--- config.mk ---
export PLATFORM = sky130hd
export DESIGN_NAME = log_block_flash_translation
export DESIGN_NICKNAME = d
export VERILOG_FILES = /design/src/sv/lbft_pkg.sv /design/src/sv/log_block_flash_translation.sv /design/src/sv/lbft_store.sv
export SDC_FILE = /design/constraint.sdc
export NUM_CORES = 2
export LEC_CHECK = 0
export BUFFER_PORTS_ARGS = -buffer_cell sky130_fd_sc_hd__buf_2
export CAP_MARGIN = 20
export CORE_MARGIN = 3
export CORE_UTILIZATION = 29
export DETAILED_ROUTE_END_ITERATION = 8
export GPL_ROUTABILITY_DRIVEN = 0
export SLEW_MARGIN = 25
export SYNTH_ARGS = -nofsm -noshare
export SYNTH_HDL_FRONTEND = slang
export SYNTH_SLANG_ARGS = --single-unit
--- constraint.sdc ---
create_clock -name clock -period 7.8 [get_ports clock]
set_clock_uncertainty 0.15 [all_clocks]
set_input_delay 0.78 -clock clock [delete_from_list [all_inputs] [get_ports clock]]
set_output_delay 0.78 -clock clock [all_outputs]
set_load 0.1 [all_outputs]
--- src/sv/lbft_pkg.sv ---
// Package for the log-block flash translation block.
// Holds the transaction types, geometry constants and log-row helpers.
// No dependencies.
`default_nettype none
package lbft_pkg;

   localparam int PAGE_BITS  = 3;
   localparam int BLOCK_BITS = 6;
   localparam int PAGES      = 8;
   localparam int BLOCKS     = 64;
   localparam int ENT_BITS   = 4;
   localparam int ROW_BITS   = PAGES * ENT_BITS;

   localparam logic [BLOCK_BITS-1:0] CLEAN_BLOCK = 6'd63;
   localparam logic [ENT_BITS-1:0]   ENTRY_EMPTY = 4'hF;
   localparam logic [PAGE_BITS-1:0]  LAST_PAGE   = 3'd7;
   localparam logic [BLOCK_BITS-1:0] LAST_BLOCK  = 6'd63;

   localparam logic [2:0] K_HREAD  = 3'd0;
   localparam logic [2:0] K_HWRITE = 3'd1;
   localparam logic [2:0] K_MREAD  = 3'd2;
   localparam logic [2:0] K_MWRITE = 3'd3;
   localparam logic [2:0] K_ERASE  = 3'd4;

   typedef struct packed {
      logic       func;
      logic [8:0] lba;
   } req_type;

   typedef struct packed {
      logic [2:0] kind;
      logic [5:0] phys_block;
      logic [2:0] phys_page;
      logic       status;
      logic       last;
   } rsp_type;

   typedef struct packed {
      logic                  found;
      logic [PAGE_BITS-1:0]  idx;
   } hit_type;

   typedef struct packed {
      logic [BLOCK_BITS-1:0] addr;
      logic                  pw_we;
      logic [PAGES-1:0]      pw_row;
      logic                  lbd_we;
      logic [BLOCK_BITS-1:0] lbd;
      logic                  ent_we;
      logic [ROW_BITS-1:0]   ent_row;
      logic                  bind_we;
   } store_cmd_type;

   typedef struct packed {
      logic                  busy;
      logic [PAGES-1:0]      pw_row;
      logic [ROW_BITS-1:0]   ent_row;
      logic [BLOCK_BITS-1:0] lbd;
      logic                  bound;
   } store_rsp_type;

   function automatic hit_type newest_copy(logic [ROW_BITS-1:0] row,
                                           logic [PAGE_BITS-1:0] off);
      hit_type h;
      h = '0;
      for (int i = 0; i < PAGES; i++) begin
         if (row[i*ENT_BITS +: ENT_BITS] == {1'b0, off}) begin
            h.found = 1'b1;
            h.idx   = PAGE_BITS'(i);
         end
      end
      return h;
   endfunction

   function automatic hit_type first_empty(logic [ROW_BITS-1:0] row);
      hit_type h;
      h = '0;
      for (int i = PAGES - 1; i >= 0; i--) begin
         if (row[i*ENT_BITS +: ENT_BITS] == ENTRY_EMPTY) begin
            h.found = 1'b1;
            h.idx   = PAGE_BITS'(i);
         end
      end
      return h;
   endfunction

   function automatic logic [ROW_BITS-1:0] set_entry(logic [ROW_BITS-1:0] row,
                                                     logic [PAGE_BITS-1:0] idx,
                                                     logic [PAGE_BITS-1:0] off);
      logic [ROW_BITS-1:0] r;
      r = row;
      r[idx*ENT_BITS +: ENT_BITS] = {1'b0, off};
      return r;
   endfunction

endpackage
`default_nettype wire

--- src/sv/log_block_flash_translation.sv ---
// Top level of the log-block flash translation block: sequencer and result register.
// Depends on lbft_pkg and lbft_store.
//
//   channel | direction | handshake        | payload
//   req     | in        | req_valid/stall  | req_type (func, lba)
//   rsp     | out       | rsp_valid/stall  | rsp_type (kind, block, page, status, last)
//   csr     | in        | csr_valid/ready  | data_block_count, 6 bits
//
// A simple transaction passes through the states WAIT and DEC from accept to the next
// accept; its one result is registered in DEC. A merge copies each written page of the
// block out to the clean block and back, erases the data, log and clean blocks, and ends
// with the host write. Reset clears the written-page memory row by row; no request is
// taken meanwhile. Stalls on rsp hold the sequencer in place.
`default_nettype none
module log_block_flash_translation (
   input  wire                    clock,
   input  wire                    reset,
   input  wire                    req_valid,
   output logic                   req_stall,
   input  wire lbft_pkg::req_type req_data,
   output logic                   rsp_valid,
   input  wire                    rsp_stall,
   output lbft_pkg::rsp_type      rsp_data,
   input  wire                    csr_valid,
   output logic                   csr_ready,
   input  wire [5:0]              csr_data
);
   import lbft_pkg::*;

   localparam logic [3:0] S_IDLE = 4'd0;
   localparam logic [3:0] S_WAIT = 4'd1;
   localparam logic [3:0] S_DEC  = 4'd2;
   localparam logic [3:0] S_M1   = 4'd3;
   localparam logic [3:0] S_ME1  = 4'd4;
   localparam logic [3:0] S_ME2  = 4'd5;
   localparam logic [3:0] S_M3   = 4'd6;
   localparam logic [3:0] S_ME3  = 4'd7;
   localparam logic [3:0] S_FIN  = 4'd8;

   logic [3:0]            state_ff, state_in;
   logic                  func_ff;
   logic [8:0]            lba_ff;
   logic [5:0]            dbc_ff;
   logic [5:0]            used_ff, used_in;
   logic [PAGE_BITS-1:0]  cnt_ff, cnt_in;
   logic                  sub_ff, sub_in;
   logic                  rsp_valid_ff;
   rsp_type               rsp_ff;

   store_cmd_type         cmd;
   store_rsp_type         st;

   logic [BLOCK_BITS-1:0] blk;
   logic [PAGE_BITS-1:0]  off;
   logic                  accept, can_emit, emit;
   rsp_type               res;
   hit_type               nc_off, nc_cnt, fe;
   logic [6:0]            reserve_sum;
   logic [ROW_BITS-1:0]   fresh_row;

   lbft_store u_store (
      .clock (clock),
      .reset (reset),
      .cmd   (cmd),
      .rsp   (st)
   );

   assign blk         = lba_ff[8:3];
   assign off         = lba_ff[2:0];
   assign req_stall   = (state_ff != S_IDLE) || st.busy;
   assign accept      = req_valid && !req_stall;
   assign can_emit    = !rsp_valid_ff || !rsp_stall;
   assign csr_ready   = 1'b1;
   assign rsp_valid   = rsp_valid_ff;
   assign rsp_data    = rsp_ff;
   assign nc_off      = newest_copy(st.ent_row, off);
   assign nc_cnt      = newest_copy(st.ent_row, cnt_ff);
   assign fe          = first_empty(st.ent_row);
   assign reserve_sum = {1'b0, dbc_ff} + {1'b0, used_ff};
   assign fresh_row   = set_entry({PAGES{ENTRY_EMPTY}}, '0, off);

   always_comb begin
      state_in    = state_ff;
      used_in     = used_ff;
      cnt_in      = cnt_ff;
      sub_in      = sub_ff;
      emit        = 1'b0;
      res         = '0;
      cmd         = '0;
      cmd.addr    = blk;
      cmd.pw_row  = st.pw_row | (PAGES'(1) << off);
      cmd.lbd     = reserve_sum[5:0];
      cmd.ent_row = fresh_row;
      unique case (state_ff)
         S_IDLE: begin
            if (accept) state_in = S_WAIT;
         end
         S_WAIT: state_in = S_DEC;
         S_DEC: begin
            res.last = 1'b1;
            if (func_ff) begin
               res.kind = K_HWRITE;
               if (blk >= dbc_ff) begin
                  res.status = 1'b1;
                  emit = can_emit;
               end else if (!st.pw_row[off]) begin
                  res.phys_block = blk;
                  res.phys_page  = off;
                  emit = can_emit;
                  cmd.pw_we = emit;
               end else if (st.bound) begin
                  if (fe.found) begin
                     res.phys_block = st.lbd;
                     res.phys_page  = fe.idx;
                     emit = can_emit;
                     cmd.ent_we  = emit;
                     cmd.ent_row = set_entry(st.ent_row, fe.idx, off);
                  end else begin
                     state_in = S_M1;
                     cnt_in   = '0;
                     sub_in   = 1'b0;
                  end
               end else if (reserve_sum >= 7'(CLEAN_BLOCK)) begin
                  res.status = 1'b1;
                  emit = can_emit;
               end else begin
                  res.phys_block = reserve_sum[5:0];
                  emit = can_emit;
                  cmd.lbd_we  = emit;
                  cmd.bind_we = emit;
                  cmd.ent_we  = emit;
                  if (emit) used_in = used_ff + 1'b1;
               end
            end else begin
               res.kind = K_HREAD;
               emit = can_emit;
               if (!st.pw_row[off]) begin
                  res.status = 1'b1;
               end else if (st.bound && nc_off.found) begin
                  res.phys_block = st.lbd;
                  res.phys_page  = nc_off.idx;
               end else begin
                  res.phys_block = blk;
                  res.phys_page  = off;
               end
            end
            if (emit) state_in = S_IDLE;
         end
         S_M1, S_M3: begin
            if ((state_ff == S_M1) ? (nc_cnt.found || st.pw_row[cnt_ff])
                                   : st.pw_row[cnt_ff]) begin
               emit = can_emit;
               if (!sub_ff) begin
                  res.kind = K_MREAD;
                  if (state_ff == S_M3) begin
                     res.phys_block = CLEAN_BLOCK;
                     res.phys_page  = cnt_ff;
                  end else if (nc_cnt.found) begin
                     res.phys_block = st.lbd;
                     res.phys_page  = nc_cnt.idx;
                  end else begin
                     res.phys_block = blk;
                     res.phys_page  = cnt_ff;
                  end
               end else begin
                  res.kind       = K_MWRITE;
                  res.phys_block = (state_ff == S_M1) ? CLEAN_BLOCK : blk;
                  res.phys_page  = cnt_ff;
               end
               if (emit) sub_in = !sub_ff;
            end
            if ((emit && sub_ff) || !((state_ff == S_M1)
                  ? (nc_cnt.found || st.pw_row[cnt_ff]) : st.pw_row[cnt_ff])) begin
               cnt_in = cnt_ff + 1'b1;
               if (cnt_ff == LAST_PAGE) state_in = (state_ff == S_M1) ? S_ME1 : S_ME3;
            end
         end
         S_ME1, S_ME2, S_ME3: begin
            res.kind = K_ERASE;
            res.phys_block = (state_ff == S_ME1) ? blk :
                             (state_ff == S_ME2) ? st.lbd : CLEAN_BLOCK;
            emit = can_emit;
            if (emit) begin
               state_in = (state_ff == S_ME1) ? S_ME2 :
                          (state_ff == S_ME2) ? S_M3 : S_FIN;
               cnt_in = '0;
               sub_in = 1'b0;
            end
         end
         S_FIN: begin
            res.kind       = K_HWRITE;
            res.phys_block = st.lbd;
            res.last       = 1'b1;
            emit = can_emit;
            cmd.ent_we = emit;
            if (emit) state_in = S_IDLE;
         end
         default: state_in = S_IDLE;
      endcase
   end

   always_ff @(posedge clock) begin
      if (reset) begin
         state_ff     <= S_IDLE;
         dbc_ff       <= 6'd56;
         used_ff      <= '0;
         cnt_ff       <= '0;
         sub_ff       <= 1'b0;
         rsp_valid_ff <= 1'b0;
      end else begin
         state_ff <= state_in;
         used_ff  <= used_in;
         cnt_ff   <= cnt_in;
         sub_ff   <= sub_in;
         if (csr_valid && csr_ready) dbc_ff <= csr_data;
         if (emit) rsp_valid_ff <= 1'b1;
         else if (!rsp_stall) rsp_valid_ff <= 1'b0;
      end
   end

   always_ff @(posedge clock) begin
      if (accept) begin
         func_ff <= req_data.func;
         lba_ff  <= req_data.lba;
      end
      if (emit) rsp_ff <= res;
   end

endmodule
`default_nettype wire

--- src/sv/lbft_store.sv ---
// State memories: written-page rows, log block numbers, log page entries, bind bits.
// Depends on lbft_pkg. Clears the written-page memory after reset.
`default_nettype none
module lbft_store (
   input  wire                         clock,
   input  wire                         reset,
   input  wire lbft_pkg::store_cmd_type cmd,
   output lbft_pkg::store_rsp_type      rsp
);
   import lbft_pkg::*;

   logic [PAGES-1:0]      pw_mem  [BLOCKS];
   logic [BLOCK_BITS-1:0] lbd_mem [BLOCKS];
   logic [ROW_BITS-1:0]   ent_mem [BLOCKS];

   logic [BLOCKS-1:0]     bound_ff;
   logic                  clr_ff;
   logic [BLOCK_BITS-1:0] clr_cnt_ff;
   logic [PAGES-1:0]      pw_rd_ff;
   logic [BLOCK_BITS-1:0] lbd_rd_ff;
   logic [ROW_BITS-1:0]   ent_rd_ff;
   logic                  bound_rd_ff;

   always_ff @(posedge clock) begin
      if (reset) begin
         clr_ff     <= 1'b1;
         clr_cnt_ff <= '0;
         bound_ff   <= '0;
      end else begin
         if (clr_ff) begin
            clr_cnt_ff <= clr_cnt_ff + 1'b1;
            if (clr_cnt_ff == LAST_BLOCK) clr_ff <= 1'b0;
         end
         if (cmd.bind_we) bound_ff[cmd.addr] <= 1'b1;
      end
   end

   always_ff @(posedge clock) begin
      if (clr_ff) pw_mem[clr_cnt_ff] <= '0;
      else if (cmd.pw_we) pw_mem[cmd.addr] <= cmd.pw_row;
      if (cmd.lbd_we) lbd_mem[cmd.addr] <= cmd.lbd;
      if (cmd.ent_we) ent_mem[cmd.addr] <= cmd.ent_row;
      pw_rd_ff    <= pw_mem[cmd.addr];
      lbd_rd_ff   <= lbd_mem[cmd.addr];
      ent_rd_ff   <= ent_mem[cmd.addr];
      bound_rd_ff <= bound_ff[cmd.addr];
   end

   assign rsp.busy    = clr_ff;
   assign rsp.pw_row  = pw_rd_ff;
   assign rsp.ent_row = ent_rd_ff;
   assign rsp.lbd     = lbd_rd_ff;
   assign rsp.bound   = bound_rd_ff;

endmodule
`default_nettype wire

* Word-level counts from Yosys, hierarchy flattened
Memories as Yosys holds them, arrays and structs flattened. A register that Yosys moved wholly into a read port is not among the register bits.
Index checks and enable logic that the tools add are counted.
** Cells by class
- Add/sub/neg operators :: 5
- Multipliers :: 0
- Div/mod/pow operators :: 0
- Magnitude comparators :: 6
- Equal/unequal tests :: 52
- Shifts and indexed selects :: 3
- Multiplexer cells :: 133
- Bitwise gates (word level) :: 5
- Reduce and logical (&&, ||, !) cells :: 25
** Operator list (number)
- 4-bit two-way mux :: 37
- 34-bit two-way mux :: 3
- 33-bit two-way mux :: 2
- 4-bit by 3-bit equality test with 1-bit output :: 16
- 64-bit OR :: 1
- 9-bit two-way mux :: 7
- 1-bit two-way mux :: 52
- 4-bit equality test (second input constant) :: 9
- 6-bit two-way mux :: 6
- 9-bit case mux with 4 select lines :: 1
- 5-bit negation with 34-bit output :: 1
- 4-bit by 34-bit variable shift with 32-bit output (first input constant) :: 1
- 4-bit by 34-bit variable part select with 32-bit output :: 1
- 32-bit bitwise mux :: 1
- 32-bit two-way mux :: 1
- 3-bit two-way mux :: 8
- 4-bit case mux with 6 select lines :: 1
- 11-bit two-way mux :: 2
- 2-bit inequality test (second input constant) :: 11
- 4-bit by 3-bit equality test with 1-bit output (second input constant) :: 4
- 6-bit by 1-bit adder with 6-bit output (second input constant) :: 2
- 3-bit inequality test (second input constant) :: 4
- 10-bit two-way mux :: 1
- 10-bit AND reduction :: 1
- 38 further kinds :: 56
** Word-level totals
- Register bits :: 117
- Bits in latches :: 0
- Memory bits (writable) :: 2944
- ROM bits :: 0
- Memories kept :: 3
** Memories
- u_store.ent_mem :: words 64, bits a word 32, rd ports 1, clocked after memory_dff 1, wr ports 1, RTL line lbft_store.sv:14 : logic [ROW_BITS-1:0] ent_mem [BLOCKS];
- u_store.pw_mem :: words 64, bits a word 8, rd ports 1, clocked after memory_dff 1, wr ports 1, RTL line lbft_store.sv:12 : logic [PAGES-1:0] pw_mem [BLOCKS];
- u_store.lbd_mem :: words 64, bits a word 6, rd ports 1, clocked after memory_dff 1, wr ports 1, RTL line lbft_store.sv:13 : logic [BLOCK_BITS-1:0] lbd_mem [BLOCKS];

* Depth between registers and ports, before layout
- Word-level depth :: 20
- Depth in mapped cells :: 16
- Gate-level depth less buffers :: 11

* Cells and area by module
Synthesis repeated with hierarchy kept, for this count alone.
** Unflattened totals
- Cells, all modules :: 6946
- Area total of the unflattened synthesis :: 120281.6 um^2
** By module, submodules not included
- lbft_store :: times used 1, cells each 6385, area an instance 115577.1 um^2, seq. area each 90767.1 um^2
- log_block_flash_translation :: times used 1, cells each 561, area an instance 4704.5 um^2, seq. area each 1141.1 um^2

* Least setup slack after synthesis
No wires, ideal clock.
- Kind :: reg-to-reg
- Start :: register lba_ff[3]
- End :: memory u_store.ent_mem[56][0] (netlist bit) (enable)
- Setup time :: 502 ps
- Arrival :: 6161 ps
- Slack :: 987 ps
- Stages on the path, launching flop included :: 15
- Buffers on the path :: 7
- Period minus slack after synthesis :: 6813 ps
- Path through :: edfxtp_1 buf_2 buf_4 buf_4 clkinv_1 clkbuf_1 clkbuf_1 ha_1 nand2b_1 a311o_1 a21boi_2 buf_4 a31oi_4 buf_2 nor4_1
** On the way
- Word-level cells in the longest chain between the ends :: 6
** Ends and longest elaborated chain
- start: declaration :: RTL line log_block_flash_translation.sv:42 : logic [8:0] lba_ff;
- start signal: assignment :: RTL line log_block_flash_translation.sv:224 : lba_ff <= req_data.lba;
- 6-bit >= comparator :: RTL line log_block_flash_translation.sv:103 : if (blk >= dbc_ff) begin
- 34-bit two-way mux :: RTL line log_block_flash_translation.sv:103
- 34-bit two-way mux :: RTL line log_block_flash_translation.sv:101 : if (func_ff) begin
- 1-bit case mux with 2 select lines :: RTL line log_block_flash_translation.sv:94 : unique case (state_ff)
- 1-bit two-way mux :: RTL line lbft_store.sv:42 : if (cmd.ent_we) ent_mem[cmd.addr] <= cmd.ent_row;
- 1-bit two-way mux (not written as such) :: RTL line lbft_store.sv:42
- end: declaration :: RTL line lbft_store.sv:14
Parallel ways exist; a longest one is shown, timed or not.

==> flow_metrics.tcl <==
set metrics [dict create \
    cts_buffer_depth 4 \
    htree_levels 5 \
    drt_first_pass_iters 9 \
    die_h_um 644.9 \
    postSynthCellCount 6923 \
    clkSinkCount 3107 \
    max-vdd-ir-drop_uv 154.1 \
    dieArea_um2 415900 \
    avgViaCountPerCell 5.697 \
    drt_drc_violations_left 0 \
    core-area_um2 404600 \
    vias 72710 \
    drv_slew 0 \
    finalCoreUtilization_pct 33.87 \
    hold_path.class "in -> reg" \
    placement.io_buffers 36 \
    worst-setup-path-type "reg -> reg" \
    setup.reg_to_reg.worst_slack_ps 2180 \
    synth_area_per_cell_um2 17.10 \
    rsz0062_at_grt "no" \
    path_cells "and4_1 > o21ai_0 > nand2_1 > a31oi_2 > clkinv_1 > ha_1 > ha_1 > or2_2 > nor3b_1 > mux2i_1 > nand2_2 > buf_4" \
    synth_enable_flop_cells 2968 \
    nFillCells 38230 \
    cp.arrival_ps 6040 \
    cts_buffers 303 \
    dpl.cell_count 12190 \
    hold_viol_final 0 \
    synth_async_sr_flop_share_pct 0 \
    antenna_found_initial 26 \
    tightest_slew_ps 1286 \
    area_growth_syn_to_layout_pct 15.77 \
    total_leakage_power_nw 47.84 \
    finish.net_count 7148 \
    finalCriticalPeriod_ps 5622 \
    finalSetupTns_ps 0 \
    die_boundary_width_um 644.9 \
    detailed_place_hpwl_mm 230.8 \
    grt_max_degree 90 \
    finalNonFillerCells 12760 \
    layout_common_cells "sky130_fd_sc_hd__edfxtp_1 (2968), sky130_fd_sc_hd__a22oi_1 (687), sky130_fd_sc_hd__clkbuf_16 (312)" \
    std_cell_rows 233 \
    drt-initial-drc-count 12290 \
    final_common_cell "sky130_fd_sc_hd__edfxtp_1" \
    cp_slowest_cell "sky130_fd_sc_hd__nor3b_1" \
    max_freq_mhz 177.9 \
    drt-wirelength-per-cell_um 31.19 \
    destination_of_the_worst_register_to_register_timing_path "u_store.ent_mem[55][29]$_DFFE_PP_" \
    routed_wire_length_mm 398.1 \
    ys_seq_elements 3107 \
    globalRouteOverflowTotal 0 \
    postCtsSetupBuffers 0 \
    whs_path_depth 1 \
    synth_fp_nets 6963 \
    critical_path.max_fanout 33 \
    setup_viol_count_final 0 \
    distinct_cells_synth 98 \
    hold-path-endpoint "lba_ff[3]$_DFFE_PP_" \
    critical_path.most_common_cell "sky130_fd_sc_hd__ha_1" \
    antenna_violating_nets_post_route 0 \
    timing.rr.start "u_store.ent_rd_ff[27]$_DFF_P_" \
    netlist_area_um2 118400 \
    synthesis.yosys.warnings 0 \
    initial_core_util_pct 29.26 \
    hold_start "req_data[3]" \
    drive_above_1_share_pct 16.69 \
    worst_skew_pair.late_latency_ps 900 \
    post-route-period-util_pct 72.07 \
    synth_ff_type "sky130_fd_sc_hd__edfxtp_1" \
    timing.critical_path.to_type "register" \
    number_of_global_route_vias_before_repair 68150 \
    cts_tree "done" \
    clk_transition_reported_paths_ps 60 \
    powerDensity_nw_per_um2 240.5 \
    run_status "complete, no violations" \
    num_io_pins 38 \
    reg2reg_depth 12 \
    slowest_delay_ps 810 \
    share_of_synthesized_area_occupied_by_flip_flops_and_latches_pct 77.64 \
    crit_path_start_kind "register" \
    grt_util_all_layers_pct 18.31 \
    global_route_wire_length_before_repair_mm 547.3 \
    drv_cap 0 \
    cts_root_buffer "sky130_fd_sc_hd__clkbuf_16" \
    crit_required_ps 8210 \
    timing.slew.headroom_pct 13.59 \
]
## stage by stage
| step | hold slack, ps | setup WS, ps | total power, mW | instance area (µm²) |
|---|---|---|---|---|
| finish | 47.25 | 2178 | 32.96 | 137100 |
| detailed placement | 301.2 | 2439 | 18.64 | 127000 |
| CTS | 3.307 | 2410 | 33.07 | 136900 |
| floorplan | 285.2 | 987.3 | 18.56 | 118400 |
| global placement | 293.0 | 2456 | 18.64 | 126700 |
| global route | 20.17 | 2025 | 33.75 | 137000 |
## cells in the mapped netlist, types with 83 or more instances
cell type,n,area [µm²]
sky130_fd_sc_hd__nor3_1,87,435.4
sky130_fd_sc_hd__dfxtp_1,139,2783
sky130_fd_sc_hd__nor4_1,100,625.6
sky130_fd_sc_hd__a22oi_1,687,5157
sky130_fd_sc_hd__a21oi_1,194,970.9
sky130_fd_sc_hd__nand4_1,95,594.3
sky130_fd_sc_hd__edfxtp_1,2968,89130
sky130_fd_sc_hd__o21ai_0,126,630.6
sky130_fd_sc_hd__clkbuf_1,208,780.8
sky130_fd_sc_hd__buf_1,83,311.6
sky130_fd_sc_hd__mux2_2,165,1858
sky130_fd_sc_hd__buf_2,171,855.8
sky130_fd_sc_hd__a221oi_1,268,2347
sky130_fd_sc_hd__nor2_1,257,964.7
sky130_fd_sc_hd__nand2_1,193,724.4
sky130_fd_sc_hd__a22o_1,164,1436
sky130_fd_sc_hd__mux2i_1,211,2112
sky130_fd_sc_hd__a31oi_1,131,819.5
## state kept, by name, indices dropped and copies added, names as in the netlist, 3 cells and up
signal / count
u_store.ent_mem: 2048
u_store.pw_rd_ff: 8
u_store.pw_mem: 512
rsp_data: 14
dbc_ff: 6
u_store.clr_cnt_ff: 6
u_store.lbd_rd_ff: 6
cnt_ff: 3
state_ff: 4
u_store.lbd_mem: 384
lba_ff: 9
used_ff: 6
u_store.bound_ff: 64
u_store.ent_rd_ff: 32
## kinds of logic after synthesis
group | after synthesis | share of synthesized area (%)
flip-flops | 3107 | 77.64
AO/OA/AOI/OAI | 1939 | 12.18
AND/OR/NAND/NOR | 880 | 3.702
buffers and inverters | 511 | 1.885
multiplexers | 408 | 3.952
XOR/XNOR | 58 | 0.4291
adder cells (fa/ha/maj) | 19 | 0.2072
other | 1 | 0.003168
## metal layers
metal / up-vias / global-route usage, % / routed length, µm
li1: 29090 / - / -
met1: 37440 / 24.93 / 153100
met2: 5333 / 26.86 / 172100
met3: 852 / 5.383 / 52540
met4: 6 / 8.374 / 20270
met5: - / 0 / 54
## worst max path at each step
stage | start | to | slack (ps)
floorplan | lba_ff[3]$_DFFE_PP_ | u_store.ent_mem[56][0]$_DFFE_PP_ | 990
global placement | u_store.ent_rd_ff[30]$_DFF_P_ | u_store.ent_mem[48][29]$_DFFE_PP_ | 2460
detailed placement | u_store.ent_rd_ff[30]$_DFF_P_ | u_store.ent_mem[48][29]$_DFFE_PP_ | 2440
CTS | u_store.ent_rd_ff[30]$_DFF_P_ | u_store.ent_mem[55][29]$_DFFE_PP_ | 2410
global route | u_store.ent_rd_ff[30]$_DFF_P_ | u_store.ent_mem[55][29]$_DFFE_PP_ | 2030
finish | u_store.ent_rd_ff[27]$_DFF_P_ | u_store.ent_mem[55][29]$_DFFE_PP_ | 2180
## what timing repair did
item                                   CTS  global route
hold buffers                            13             0
resized for setup                        0             0
endpoints found under the hold margin   13             0
## layout make-up
type	count	area, µm²	share of cell area [%]
Clock inverter	162	1662	1.212
Multi-Input combinational cell	3305	25410	18.54
Tap cell	5405	6763	4.935
Antenna cell	12	30.03	0.02191
Clock buffer	382	8130	5.932
Timing Repair Buffer	367	3054	2.229
Sequential cell	3107	91910	67.06
Inverter	24	90.09	0.06573
## critical path, delay by kind of cell (launching register included)
family | cells | cell delay (ps)
simple gates | 5 | 2090
buf+inv | 2 | 840
compound gates | 2 | 750
fa+ha+maj | 2 | 710
flops | 1 | 370
mux | 1 | 350
## report_power, final
group	internal (mW)	total, mW	switching (mW)
sequential	18.0	18.1	0.0257
combinational	0.0580	0.222	0.164
clock	8.39	14.7	6.28
Note: power is estimated with default switching activity, not from simulation.
